### src/sv/lfu_pkg.sv
`timescale 1ns / 1ps
// ----------------------------------------------------------------------------
// lfu_pkg
// shared types and constants for the lfu cache: payloads, controller state,
// command and status groups between controller and datapath
// ----------------------------------------------------------------------------
package lfu_pkg;

   localparam int CSR_W = 5;
   localparam int DATA_W = 32;

   localparam logic CMD_GET = 1'b0;
   localparam logic CMD_PUT = 1'b1;

   localparam logic [DATA_W-1:0] MISS_VALUE = {DATA_W{1'b1}};
   localparam logic [DATA_W-1:0] COUNT_MAX = {DATA_W{1'b1}};
   localparam logic [CSR_W-1:0] CAPACITY_RESET = CSR_W'(16);

   typedef struct packed {
      logic              command;
      logic [DATA_W-1:0] lookup_key;
      logic [DATA_W-1:0] write_value;
   } req_type;

   typedef struct packed {
      logic              hit;
      logic [DATA_W-1:0] read_value;
   } rsp_type;

   typedef enum logic [2:0] {
      ST_IDLE,
      ST_MATCH,
      ST_SCAN,
      ST_CHECK,
      ST_FINISH
   } state_type;

   typedef struct packed {
      logic load;
      logic match;
      logic scan_clear;
      logic scan_step;
      logic evict;
      logic insert;
      logic finish;
   } ctl_cmd_type;

   typedef struct packed {
      logic need_fill;
      logic scan_last;
      logic over_cap;
      logic out_free;
   } ctl_status_type;

endpackage

### src/sv/lfu_ctrl.sv
`timescale 1ns / 1ps
// ----------------------------------------------------------------------------
// lfu_ctrl
// sequencer for one access: match, victim scan and evict loop, insert, result
// ----------------------------------------------------------------------------
module lfu_ctrl (
   input  logic                    clock,
   input  logic                    reset,
   input  logic                    req_valid,
   output logic                    req_ready,
   input  lfu_pkg::ctl_status_type status,
   output lfu_pkg::ctl_cmd_type    cmd
);

   lfu_pkg::state_type state_ff;
   lfu_pkg::state_type state_in;

   always_ff @(posedge clock) begin
      if (reset) begin
         state_ff <= lfu_pkg::ST_IDLE;
      end else begin
         state_ff <= state_in;
      end
   end

   always_comb begin
      state_in = state_ff;
      cmd = '0;
      req_ready = 1'b0;
      unique case (state_ff)
         lfu_pkg::ST_IDLE: begin
            req_ready = 1'b1;
            if (req_valid) begin
               cmd.load = 1'b1;
               state_in = lfu_pkg::ST_MATCH;
            end
         end
         lfu_pkg::ST_MATCH: begin
            cmd.match = 1'b1;
            if (status.need_fill) begin
               cmd.scan_clear = 1'b1;
               state_in = lfu_pkg::ST_SCAN;
            end else begin
               state_in = lfu_pkg::ST_FINISH;
            end
         end
         lfu_pkg::ST_SCAN: begin
            cmd.scan_step = 1'b1;
            if (status.scan_last) begin
               state_in = lfu_pkg::ST_CHECK;
            end
         end
         lfu_pkg::ST_CHECK: begin
            // evict one victim per pass until there is room
            if (status.over_cap) begin
               cmd.evict = 1'b1;
               cmd.scan_clear = 1'b1;
               state_in = lfu_pkg::ST_SCAN;
            end else begin
               cmd.insert = 1'b1;
               state_in = lfu_pkg::ST_FINISH;
            end
         end
         lfu_pkg::ST_FINISH: begin
            if (status.out_free) begin
               cmd.finish = 1'b1;
               state_in = lfu_pkg::ST_IDLE;
            end
         end
         default: begin
            state_in = lfu_pkg::ST_IDLE;
         end
      endcase
   end

endmodule

### src/sv/lfu_dpath.sv
`timescale 1ns / 1ps
// ----------------------------------------------------------------------------
// lfu_dpath
// entry storage with per-entry count and recency rank, key match, victim scan
// and the result register
// ----------------------------------------------------------------------------
module lfu_dpath #(
   parameter int CAPACITY = 16
) (
   input  logic                           clock,
   input  logic                           reset,
   input  lfu_pkg::req_type               req,
   input  logic                           csr_write_enable,
   input  logic [lfu_pkg::CSR_W-1:0]      csr_write_data,
   output logic                           rsp_valid,
   input  logic                           rsp_ready,
   output lfu_pkg::rsp_type               rsp,
   input  lfu_pkg::ctl_cmd_type           cmd,
   output lfu_pkg::ctl_status_type        status
);

   localparam int IW = (CAPACITY > 1) ? $clog2(CAPACITY) : 1;
   localparam int CNT_W = $clog2(CAPACITY + 1);
   localparam int CMP_W = (CNT_W > lfu_pkg::CSR_W) ? CNT_W : lfu_pkg::CSR_W;
   localparam int DW = lfu_pkg::DATA_W;

   logic [CAPACITY-1:0]   valid_ff, valid_in;
   logic [IW-1:0]         rank_ff  [CAPACITY];
   logic [IW-1:0]         rank_in  [CAPACITY];
   logic [DW-1:0]         key_ff   [CAPACITY];
   logic [DW-1:0]         key_in   [CAPACITY];
   logic [DW-1:0]         value_ff [CAPACITY];
   logic [DW-1:0]         value_in [CAPACITY];
   logic [DW-1:0]         count_ff [CAPACITY];
   logic [DW-1:0]         count_in [CAPACITY];

   logic [lfu_pkg::CSR_W-1:0] capacity_ff;
   lfu_pkg::req_type      req_ff;
   logic [CNT_W-1:0]      occ_ff, occ_in;
   logic                  hit_ff;
   logic [IW-1:0]         idx_ff;

   logic [IW-1:0]         scan_idx_ff;
   logic                  best_valid_ff;
   logic [IW-1:0]         best_idx_ff;
   logic [DW-1:0]         best_count_ff;
   logic [IW-1:0]         best_rank_ff;
   logic                  free_found_ff;
   logic [IW-1:0]         free_idx_ff;

   logic                  rsp_valid_ff;
   lfu_pkg::rsp_type      rsp_ff, rsp_in;

   logic [CAPACITY-1:0]   match_vec;
   logic                  hit_c;
   logic [IW-1:0]         idx_c;
   logic [CMP_W-1:0]      cap_eff;
   logic                  cap_zero;
   logic                  is_put;
   logic                  touch_en;
   logic                  cand_better;

   always_ff @(posedge clock) begin
      if (reset) begin
         capacity_ff <= lfu_pkg::CAPACITY_RESET;
      end else if (csr_write_enable) begin
         capacity_ff <= csr_write_data;
      end
   end

   // effective capacity saturates at the storage size
   always_comb begin
      if (CMP_W'(capacity_ff) > CMP_W'(CAPACITY)) begin
         cap_eff = CMP_W'(CAPACITY);
      end else begin
         cap_eff = CMP_W'(capacity_ff);
      end
   end

   assign cap_zero = (capacity_ff == '0);
   assign is_put = (req_ff.command == lfu_pkg::CMD_PUT);

   // parallel key match, keys of valid entries are unique
   always_comb begin
      idx_c = '0;
      for (int i = 0; i < CAPACITY; i++) begin
         match_vec[i] = valid_ff[i] && (key_ff[i] == req_ff.lookup_key);
         if (match_vec[i]) begin
            idx_c = idx_c | IW'(i);
         end
      end
      hit_c = |match_vec;
   end

   always_ff @(posedge clock) begin
      if (cmd.load) begin
         req_ff <= req;
      end
      if (cmd.match) begin
         hit_ff <= hit_c;
         idx_ff <= idx_c;
      end
   end

   // victim scan: lowest count, ties to the highest rank
   assign cand_better = valid_ff[scan_idx_ff] &&
      (!best_valid_ff || (count_ff[scan_idx_ff] < best_count_ff) ||
       ((count_ff[scan_idx_ff] == best_count_ff) &&
        (rank_ff[scan_idx_ff] > best_rank_ff)));

   always_ff @(posedge clock) begin
      if (reset) begin
         scan_idx_ff <= '0;
         best_valid_ff <= 1'b0;
         free_found_ff <= 1'b0;
      end else if (cmd.scan_clear) begin
         scan_idx_ff <= '0;
         best_valid_ff <= 1'b0;
         free_found_ff <= 1'b0;
      end else if (cmd.scan_step) begin
         scan_idx_ff <= scan_idx_ff + 1'b1;
         if (cand_better) begin
            best_valid_ff <= 1'b1;
         end
         if (!valid_ff[scan_idx_ff]) begin
            free_found_ff <= 1'b1;
         end
      end
   end

   always_ff @(posedge clock) begin
      if (cmd.scan_step && cand_better) begin
         best_idx_ff <= scan_idx_ff;
         best_count_ff <= count_ff[scan_idx_ff];
         best_rank_ff <= rank_ff[scan_idx_ff];
      end
      if (cmd.scan_step && !valid_ff[scan_idx_ff] && !free_found_ff) begin
         free_idx_ff <= scan_idx_ff;
      end
   end

   assign touch_en = hit_ff && !(is_put && cap_zero);

   always_comb begin
      valid_in = valid_ff;
      occ_in = occ_ff;
      for (int i = 0; i < CAPACITY; i++) begin
         rank_in[i] = rank_ff[i];
         key_in[i] = key_ff[i];
         value_in[i] = value_ff[i];
         count_in[i] = count_ff[i];
      end
      if (cmd.evict) begin
         for (int i = 0; i < CAPACITY; i++) begin
            if (valid_ff[i] && (rank_ff[i] > rank_ff[best_idx_ff])) begin
               rank_in[i] = rank_ff[i] - 1'b1;
            end
         end
         valid_in[best_idx_ff] = 1'b0;
         rank_in[best_idx_ff] = '0;
         occ_in = occ_ff - 1'b1;
      end else if (cmd.insert) begin
         for (int i = 0; i < CAPACITY; i++) begin
            if (valid_ff[i]) begin
               rank_in[i] = rank_ff[i] + 1'b1;
            end
         end
         valid_in[free_idx_ff] = 1'b1;
         rank_in[free_idx_ff] = '0;
         key_in[free_idx_ff] = req_ff.lookup_key;
         value_in[free_idx_ff] = req_ff.write_value;
         count_in[free_idx_ff] = DW'(1);
         occ_in = occ_ff + 1'b1;
      end else if (cmd.finish && touch_en) begin
         for (int i = 0; i < CAPACITY; i++) begin
            if (valid_ff[i] && (rank_ff[i] < rank_ff[idx_ff])) begin
               rank_in[i] = rank_ff[i] + 1'b1;
            end
         end
         rank_in[idx_ff] = '0;
         if (count_ff[idx_ff] != lfu_pkg::COUNT_MAX) begin
            count_in[idx_ff] = count_ff[idx_ff] + 1'b1;
         end
         if (is_put) begin
            value_in[idx_ff] = req_ff.write_value;
         end
      end
   end

   always_ff @(posedge clock) begin
      if (reset) begin
         valid_ff <= '0;
         occ_ff <= '0;
         for (int i = 0; i < CAPACITY; i++) begin
            rank_ff[i] <= '0;
         end
      end else begin
         valid_ff <= valid_in;
         occ_ff <= occ_in;
         for (int i = 0; i < CAPACITY; i++) begin
            rank_ff[i] <= rank_in[i];
         end
      end
   end

   always_ff @(posedge clock) begin
      for (int i = 0; i < CAPACITY; i++) begin
         key_ff[i] <= key_in[i];
         value_ff[i] <= value_in[i];
         count_ff[i] <= count_in[i];
      end
   end

   always_comb begin
      rsp_in.hit = hit_ff;
      rsp_in.read_value = '0;
      if (is_put) begin
         rsp_in.hit = hit_ff && !cap_zero;
      end else if (hit_ff) begin
         rsp_in.read_value = value_ff[idx_ff];
      end else begin
         rsp_in.read_value = lfu_pkg::MISS_VALUE;
      end
   end

   always_ff @(posedge clock) begin
      if (reset) begin
         rsp_valid_ff <= 1'b0;
      end else if (cmd.finish) begin
         rsp_valid_ff <= 1'b1;
      end else if (rsp_ready) begin
         rsp_valid_ff <= 1'b0;
      end
   end

   always_ff @(posedge clock) begin
      if (cmd.finish) begin
         rsp_ff <= rsp_in;
      end
   end

   assign rsp_valid = rsp_valid_ff;
   assign rsp = rsp_ff;

   assign status.need_fill = is_put && !hit_c && !cap_zero;
   assign status.scan_last = (scan_idx_ff == IW'(CAPACITY - 1));
   assign status.over_cap = (CMP_W'(occ_ff) >= cap_eff);
   assign status.out_free = !rsp_valid_ff || rsp_ready;

endmodule

### src/sv/lfu_cache.sv
`timescale 1ns / 1ps
// ----------------------------------------------------------------------------
// lfu_cache
// key-value cache with least-frequently-used replacement, ties broken by
// least recent use
// ----------------------------------------------------------------------------
// req channel carries a get or put item, rsp channel returns one item per
// request: hit flag and read value (value on get hit, all ones on get miss,
// zero for a put). csr_write_enable/csr_write_data set the capacity in use;
// write it only while no item is in flight.
// a get, a put of a present key, or any put with capacity zero goes from
// the match straight to its result. a put of a new key runs one victim
// scan over all CAPACITY entries, plus one more scan per eviction, then
// inserts and gives its result. the scan walks the entries one per cycle
// through a single count/rank comparator.
// one item is in work at a time; the next can be taken in the cycle after
// the previous result is loaded into the output register.
// reset empties the cache and sets capacity to 16. a stalled result holds in
// the output register; the next item is worked up to its result, then waits.
// ----------------------------------------------------------------------------
module lfu_cache #(
   parameter int CAPACITY = 16
) (
   input  logic                      clock,
   input  logic                      reset,
   input  logic                      req_valid,
   output logic                      req_ready,
   input  lfu_pkg::req_type          req,
   output logic                      rsp_valid,
   input  logic                      rsp_ready,
   output lfu_pkg::rsp_type          rsp,
   input  logic                      csr_write_enable,
   input  logic [lfu_pkg::CSR_W-1:0] csr_write_data
);

   lfu_pkg::ctl_cmd_type    cmd;
   lfu_pkg::ctl_status_type status;

   lfu_ctrl u_ctrl (
      .clock     (clock),
      .reset     (reset),
      .req_valid (req_valid),
      .req_ready (req_ready),
      .status    (status),
      .cmd       (cmd)
   );

   lfu_dpath #(
      .CAPACITY (CAPACITY)
   ) u_dpath (
      .clock            (clock),
      .reset            (reset),
      .req              (req),
      .csr_write_enable (csr_write_enable),
      .csr_write_data   (csr_write_data),
      .rsp_valid        (rsp_valid),
      .rsp_ready        (rsp_ready),
      .rsp              (rsp),
      .cmd              (cmd),
      .status           (status)
   );

endmodule

### config.mk
export PLATFORM = sky130hd
export DESIGN_NAME = lfu_cache
export DESIGN_NICKNAME = d
export VERILOG_FILES = /design/src/sv/lfu_pkg.sv /design/src/sv/lfu_ctrl.sv /design/src/sv/lfu_dpath.sv /design/src/sv/lfu_cache.sv
export SDC_FILE = /design/constraint.sdc
export NUM_CORES = 2
export LEC_CHECK = 0
export BUFFER_PORTS_ARGS = -buffer_cell sky130_fd_sc_hd__buf_4
export CAP_MARGIN = 10
export CELL_PAD_IN_SITES_DETAIL_PLACEMENT = 1
export CELL_PAD_IN_SITES_GLOBAL_PLACEMENT = 2
export CORE_ASPECT_RATIO = 1.25
export CORE_MARGIN = 5
export CORE_UTILIZATION = 50
export DETAILED_ROUTE_END_ITERATION = 10
export HOLD_SLACK_MARGIN = 0.12
export PLACE_DENSITY = 0.94
export REMOVE_ABC_BUFFERS = 1
export SETUP_SLACK_MARGIN = 0.5
export SLEW_MARGIN = 20
export SYNTH_ARGS = -nofsm -noshare
export SYNTH_HDL_FRONTEND = slang
export SYNTH_HIERARCHICAL = 1
export SYNTH_SLANG_ARGS = --single-unit
### constraint.sdc
create_clock -name clock -period 17.3 [get_ports clock]
set_input_delay 1.73 -clock clock [delete_from_list [all_inputs] [get_ports clock]]
set_output_delay 1.73 -clock clock [all_outputs]
set_load 0.005 [all_outputs]
==> flow_summary.rst <==
.. list-table::
   :header-rows: 1

   * - Metric
     - Value
   * - Result of the run
     - completed
   * - Cell row count
     - 174
   * - Layout cell share with drive strength beyond 1
     - 18.2%
   * - Type of the worst setup path
     - register to register
   * - Netlist Area Pre-Place
     - 90,800 um^2
   * - Max frequency
     - 144 MHz
   * - Required arrival time at the worst endpoint
     - 17.82 ns
   * - Layout Skew
     - 0.109 ns
   * - Drt initial violations
     - 7,948
   * - Ranking of synthesized cells by area
     - sky130_fd_sc_hd__edfxtp_1 (56%), sky130_fd_sc_hd__mux4_2 (12%), sky130_fd_sc_hd__xnor2_1 (3.9%)
   * - Maximum number of pins on one net before global-route repair
     - 130
   * - Root Buffer
     - sky130_fd_sc_hd__clkbuf_16
   * - Static leakage
     - 33.8 nW
   * - Portion of synthesized cell area occupied by the leading cell type
     - 55.7%
   * - # setup viols final
     - 0
   * - Number of clock sinks
     - 1,791
   * - Setup repair after global routing missed its margin
     - no
   * - Count of nets after finishing
     - 6,925
   * - Final hold violation count
     - 0
   * - Via-per-instance ratio
     - 7.00
   * - Clock Tree Buf Depth
     - 3
   * - CTS resizes
     - 0
   * - Total of flip-flops plus latches after synthesis
     - 1,791
   * - Latest clock arrival within the worst-skew pair
     - 0.91 ns
   * - Number of buffers inserted for hold repair after clock tree synthesis
     - 0
   * - Number of fill cells
     - 17,200
   * - Total gr overflow
     - 0
   * - Initial Utilization
     - 50.4%
   * - Weighted congestion at the end of routability-driven global placement
     - 0.898
   * - Primary flip-flop cell chosen by synthesis mapping
     - sky130_fd_sc_hd__edfxtp_1
   * - Critical-path maximum fanout
     - 129
   * - Sequential element share of the synthesized area
     - 58.1%
   * - Antenna-violating nets left
     - 0
   * - Min Tclk post-route
     - 6.93 ns
   * - Count of unique library cells instantiated by Yosys
     - 87
   * - H-tree lvl count
     - 4
   * - Count of TritonRoute iterations in the first routing pass
     - 5
   * - Most frequent cells in the layout
     - sky130_fd_sc_hd__edfxtp_1 (1,683), sky130_fd_sc_hd__nand2_1 (625), sky130_fd_sc_hd__o21ai_0 (572), sky130_fd_sc_hd__mux4_2 (503), sky130_fd_sc_hd__xnor2_1 (391)
   * - Initial antenna violation count
     - 12
   * - Signed area change from the synthesized netlist to the final layout
     - 10.7%
   * - TritonCTS clock tree
     - built
   * - Post-Layout Cell Count
     - 9,187
   * - Cell type with the largest total area after synthesis
     - sky130_fd_sc_hd__edfxtp_1
   * - Count of buffers from port buffering
     - 109
   * - Most common cell after layout, fill and taps aside
     - sky130_fd_sc_hd__edfxtp_1
   * - Number of flops mapped to enable cells by yosys
     - 1,683
   * - # Post-CTS Setup Buffers
     - 0
   * - Post-route setup TNS
     - 0 ns
   * - First-pass GRT wire length
     - 470,000 um
   * - Final Max Tran Viols
     - 0
   * - Endpoint kind of the worst setup timing path
     - register
   * - Fin crit share
     - 40.0%
   * - Wire length reported by the detailed router
     - 323,000 um
   * - Hold WC Path Type
     - register to register
   * - TritonCTS Buffers
     - 178
   * - Core footprint
     - 180,000 um^2
   * - Data arrival time of the critical path
     - 7.44 ns
   * - Die Wd
     - 391 um
   * - Number of cells produced by synthesis
     - 6,705
   * - Peak supply drop
     - 0.106 mV
   * - Floorplan die height
     - 486 um
   * - Area of the multi-input gates
     - 35,900 um^2
   * - Yosys Warn Count
     - 6
   * - Share of async-settable or async-resettable flops after synthesis
     - 0%
   * - Half-perimeter wire length after placement
     - 183,000 um
   * - Clock slew at reported path FFs
     - 0.06 ns
   * - Via count of the first global-routing pass
     - 69,400
   * - Placed instance count
     - 8,852
   * - Number of remaining DRC errors
     - 0
   * - Count of maximum capacitance violations
     - 0
   * - DR vias
     - 64,300
   * - Total track usage
     - 33.5%
   * - Io pins
     - 110
   * - Post-synthesis average cell area
     - 13.5 um^2
   * - Critical Path Start Type
     - register
   * - Cell Pwr Density
     - 95.6 nW/um^2
   * - Area taken by flip-flops and latches
     - 52,700 um^2
   * - Die outline area
     - 190,000 um^2
   * - Routed WL per cell
     - 35.1 um
   * - Worst-case headroom to the max-slew limit
     - 16.8%
   * - Total power
     - 9.60 mW
   * - Least-Margin Pin Slew
     - 1.23 ns
path summary, 6_finish.rpt:
| kind | start | to | slack [ns] | cells past startpoint |
|---|---|---|---|---|
| worst max-delay path | u_dpath/idx_ff[1] | u_dpath/count_ff[7][7] | 10.37 | 15 |
| worst min-delay path | u_dpath/free_found_ff | u_dpath/free_found_ff | 0.53 | 2 |
| worst max register to register | u_dpath/idx_ff[1] | u_dpath/count_ff[7][7] | 10.37 | 15 |
| worst min register to register | u_dpath/free_found_ff | u_dpath/free_found_ff | 0.53 | 2 |
synthesized netlist by cell type, drive strengths merged (57+ instances only):
cell type	instances
and2	303
and3	243
dfxtp	108
nor2	175
nand2	625
nand4	138
nor3	79
edfxtp	1683
nor4	57
nand3	69
buf	131
xnor2	405
o21ai	585
mux4	516
xor2	152
ha	190
inv	157
clkbuf	396
a21oi	170
where the power goes:
part / internal, mW / leakage [nW] / total, mW / switching [mW]
Combinational: 0.278 / 14.2 / 0.759 / 0.481
Sequential: 4.74 / 16.8 / 4.81 / 0.0622
Clock: 2.22 / 2.88 / 4.04 / 1.82
Total: 7.24 / 33.8 / 9.60 / 2.36
sequential cells by signal, summed over array words and instances (netlist names), named ones only:
| signal | count |
|---|---|
| u_dpath/rank_ff | 64 |
| u_dpath/rsp_valid | 1 |
| u_dpath/hit_ff | 1 |
| u_dpath/free_idx_ff | 4 |
| u_dpath/is_put | 1 |
| u_dpath/best_count_ff | 32 |
| u_dpath/rsp | 33 |
| u_dpath/key_ff | 512 |
| u_dpath/occ_ff | 5 |
| u_dpath/best_valid_ff | 1 |
| u_dpath/count_ff | 512 |
| u_dpath/scan_idx_ff | 4 |
| u_dpath/idx_ff | 4 |
| u_dpath/valid_ff | 16 |
| u_dpath/value_ff | 512 |
| u_dpath/best_rank_ff | 4 |
| u_dpath/best_idx_ff | 4 |
| u_dpath/capacity_ff | 5 |
| u_ctrl/state_ff | 3 |
| u_dpath/free_found_ff | 1 |
| u_dpath/req_ff | 64 |
per-stage QoR:
step	setup slack, ns	instance area [um^2]	hold WS, ns	utilization (%)
2_1_floorplan	1.61	88500	0.466	-
3_3_place_gp	10.54	94300	0.489	52.3
3_5_place_dp	10.27	94300	0.515	52.3
4_1_cts	10.18	100000	0.524	55.6
5_1_grt	10.25	100000	0.561	55.7
6_report	10.37	100000	0.525	55.7
cell families (layout without fill, tap and decap cells):
logic type / count (synthesis) / count (layout) / share of synthesized area (%)
xor+xnor: 557 / 557 / 5.37
other cells: 0 / 5 / 0
compound gates: 1128 / 1128 / 7.45
buf+inv: 684 / 785 / 3.16
flops: 1791 / 1791 / 58.1
simple gates: 1821 / 1821 / 10.3
mux: 533 / 533 / 13.0
fa+ha+maj: 191 / 191 / 2.64
worst max-delay path, stage by stage, from the launching register on:
cell and delay, ns:
sky130_fd_sc_hd__edfxtp_1 0.35, sky130_fd_sc_hd__buf_4 0.62, sky130_fd_sc_hd__buf_12 0.54, sky130_fd_sc_hd__buf_4 0.80
sky130_fd_sc_hd__mux4_2 0.36, sky130_fd_sc_hd__mux4_2 0.30, sky130_fd_sc_hd__ha_1 0.31, sky130_fd_sc_hd__inv_1 0.10
sky130_fd_sc_hd__nand4bb_1 0.55, sky130_fd_sc_hd__nor4_2 0.49, sky130_fd_sc_hd__buf_4 0.28, sky130_fd_sc_hd__nand4_1 0.28
sky130_fd_sc_hd__o21ai_4 0.69, sky130_fd_sc_hd__buf_16 0.24, sky130_fd_sc_hd__nor2_4 0.10, sky130_fd_sc_hd__buf_4 0.37
area by class of cell:
type | instances | share of cell area, %
Tap cell | 2376 | 2.96
Sequential cell | 1791 | 52.5
Multi-Input combinational cell | 4230 | 35.7
Clock buffer | 223 | 4.67
Antenna cell | 5 | 0.0125
Inverter | 157 | 0.586
Clock inverter | 104 | 1.25
Timing Repair Buffer | 301 | 2.36
layer usage:
| metal | vias to the layer above | part of all wire (%) | global-route usage, % |
|---|---|---|---|
| met5 | - | 0.028 | 0 |
| met4 | 12 | 7.5 | 21.8 |
| met3 | 1412 | 11 | 7.10 |
| met2 | 4828 | 49 | 55.7 |
| met1 | 32700 | 33 | 39.8 |
| li1 | 25400 | - | - |
No activity file was read; power rests on OpenSTA's default activity.
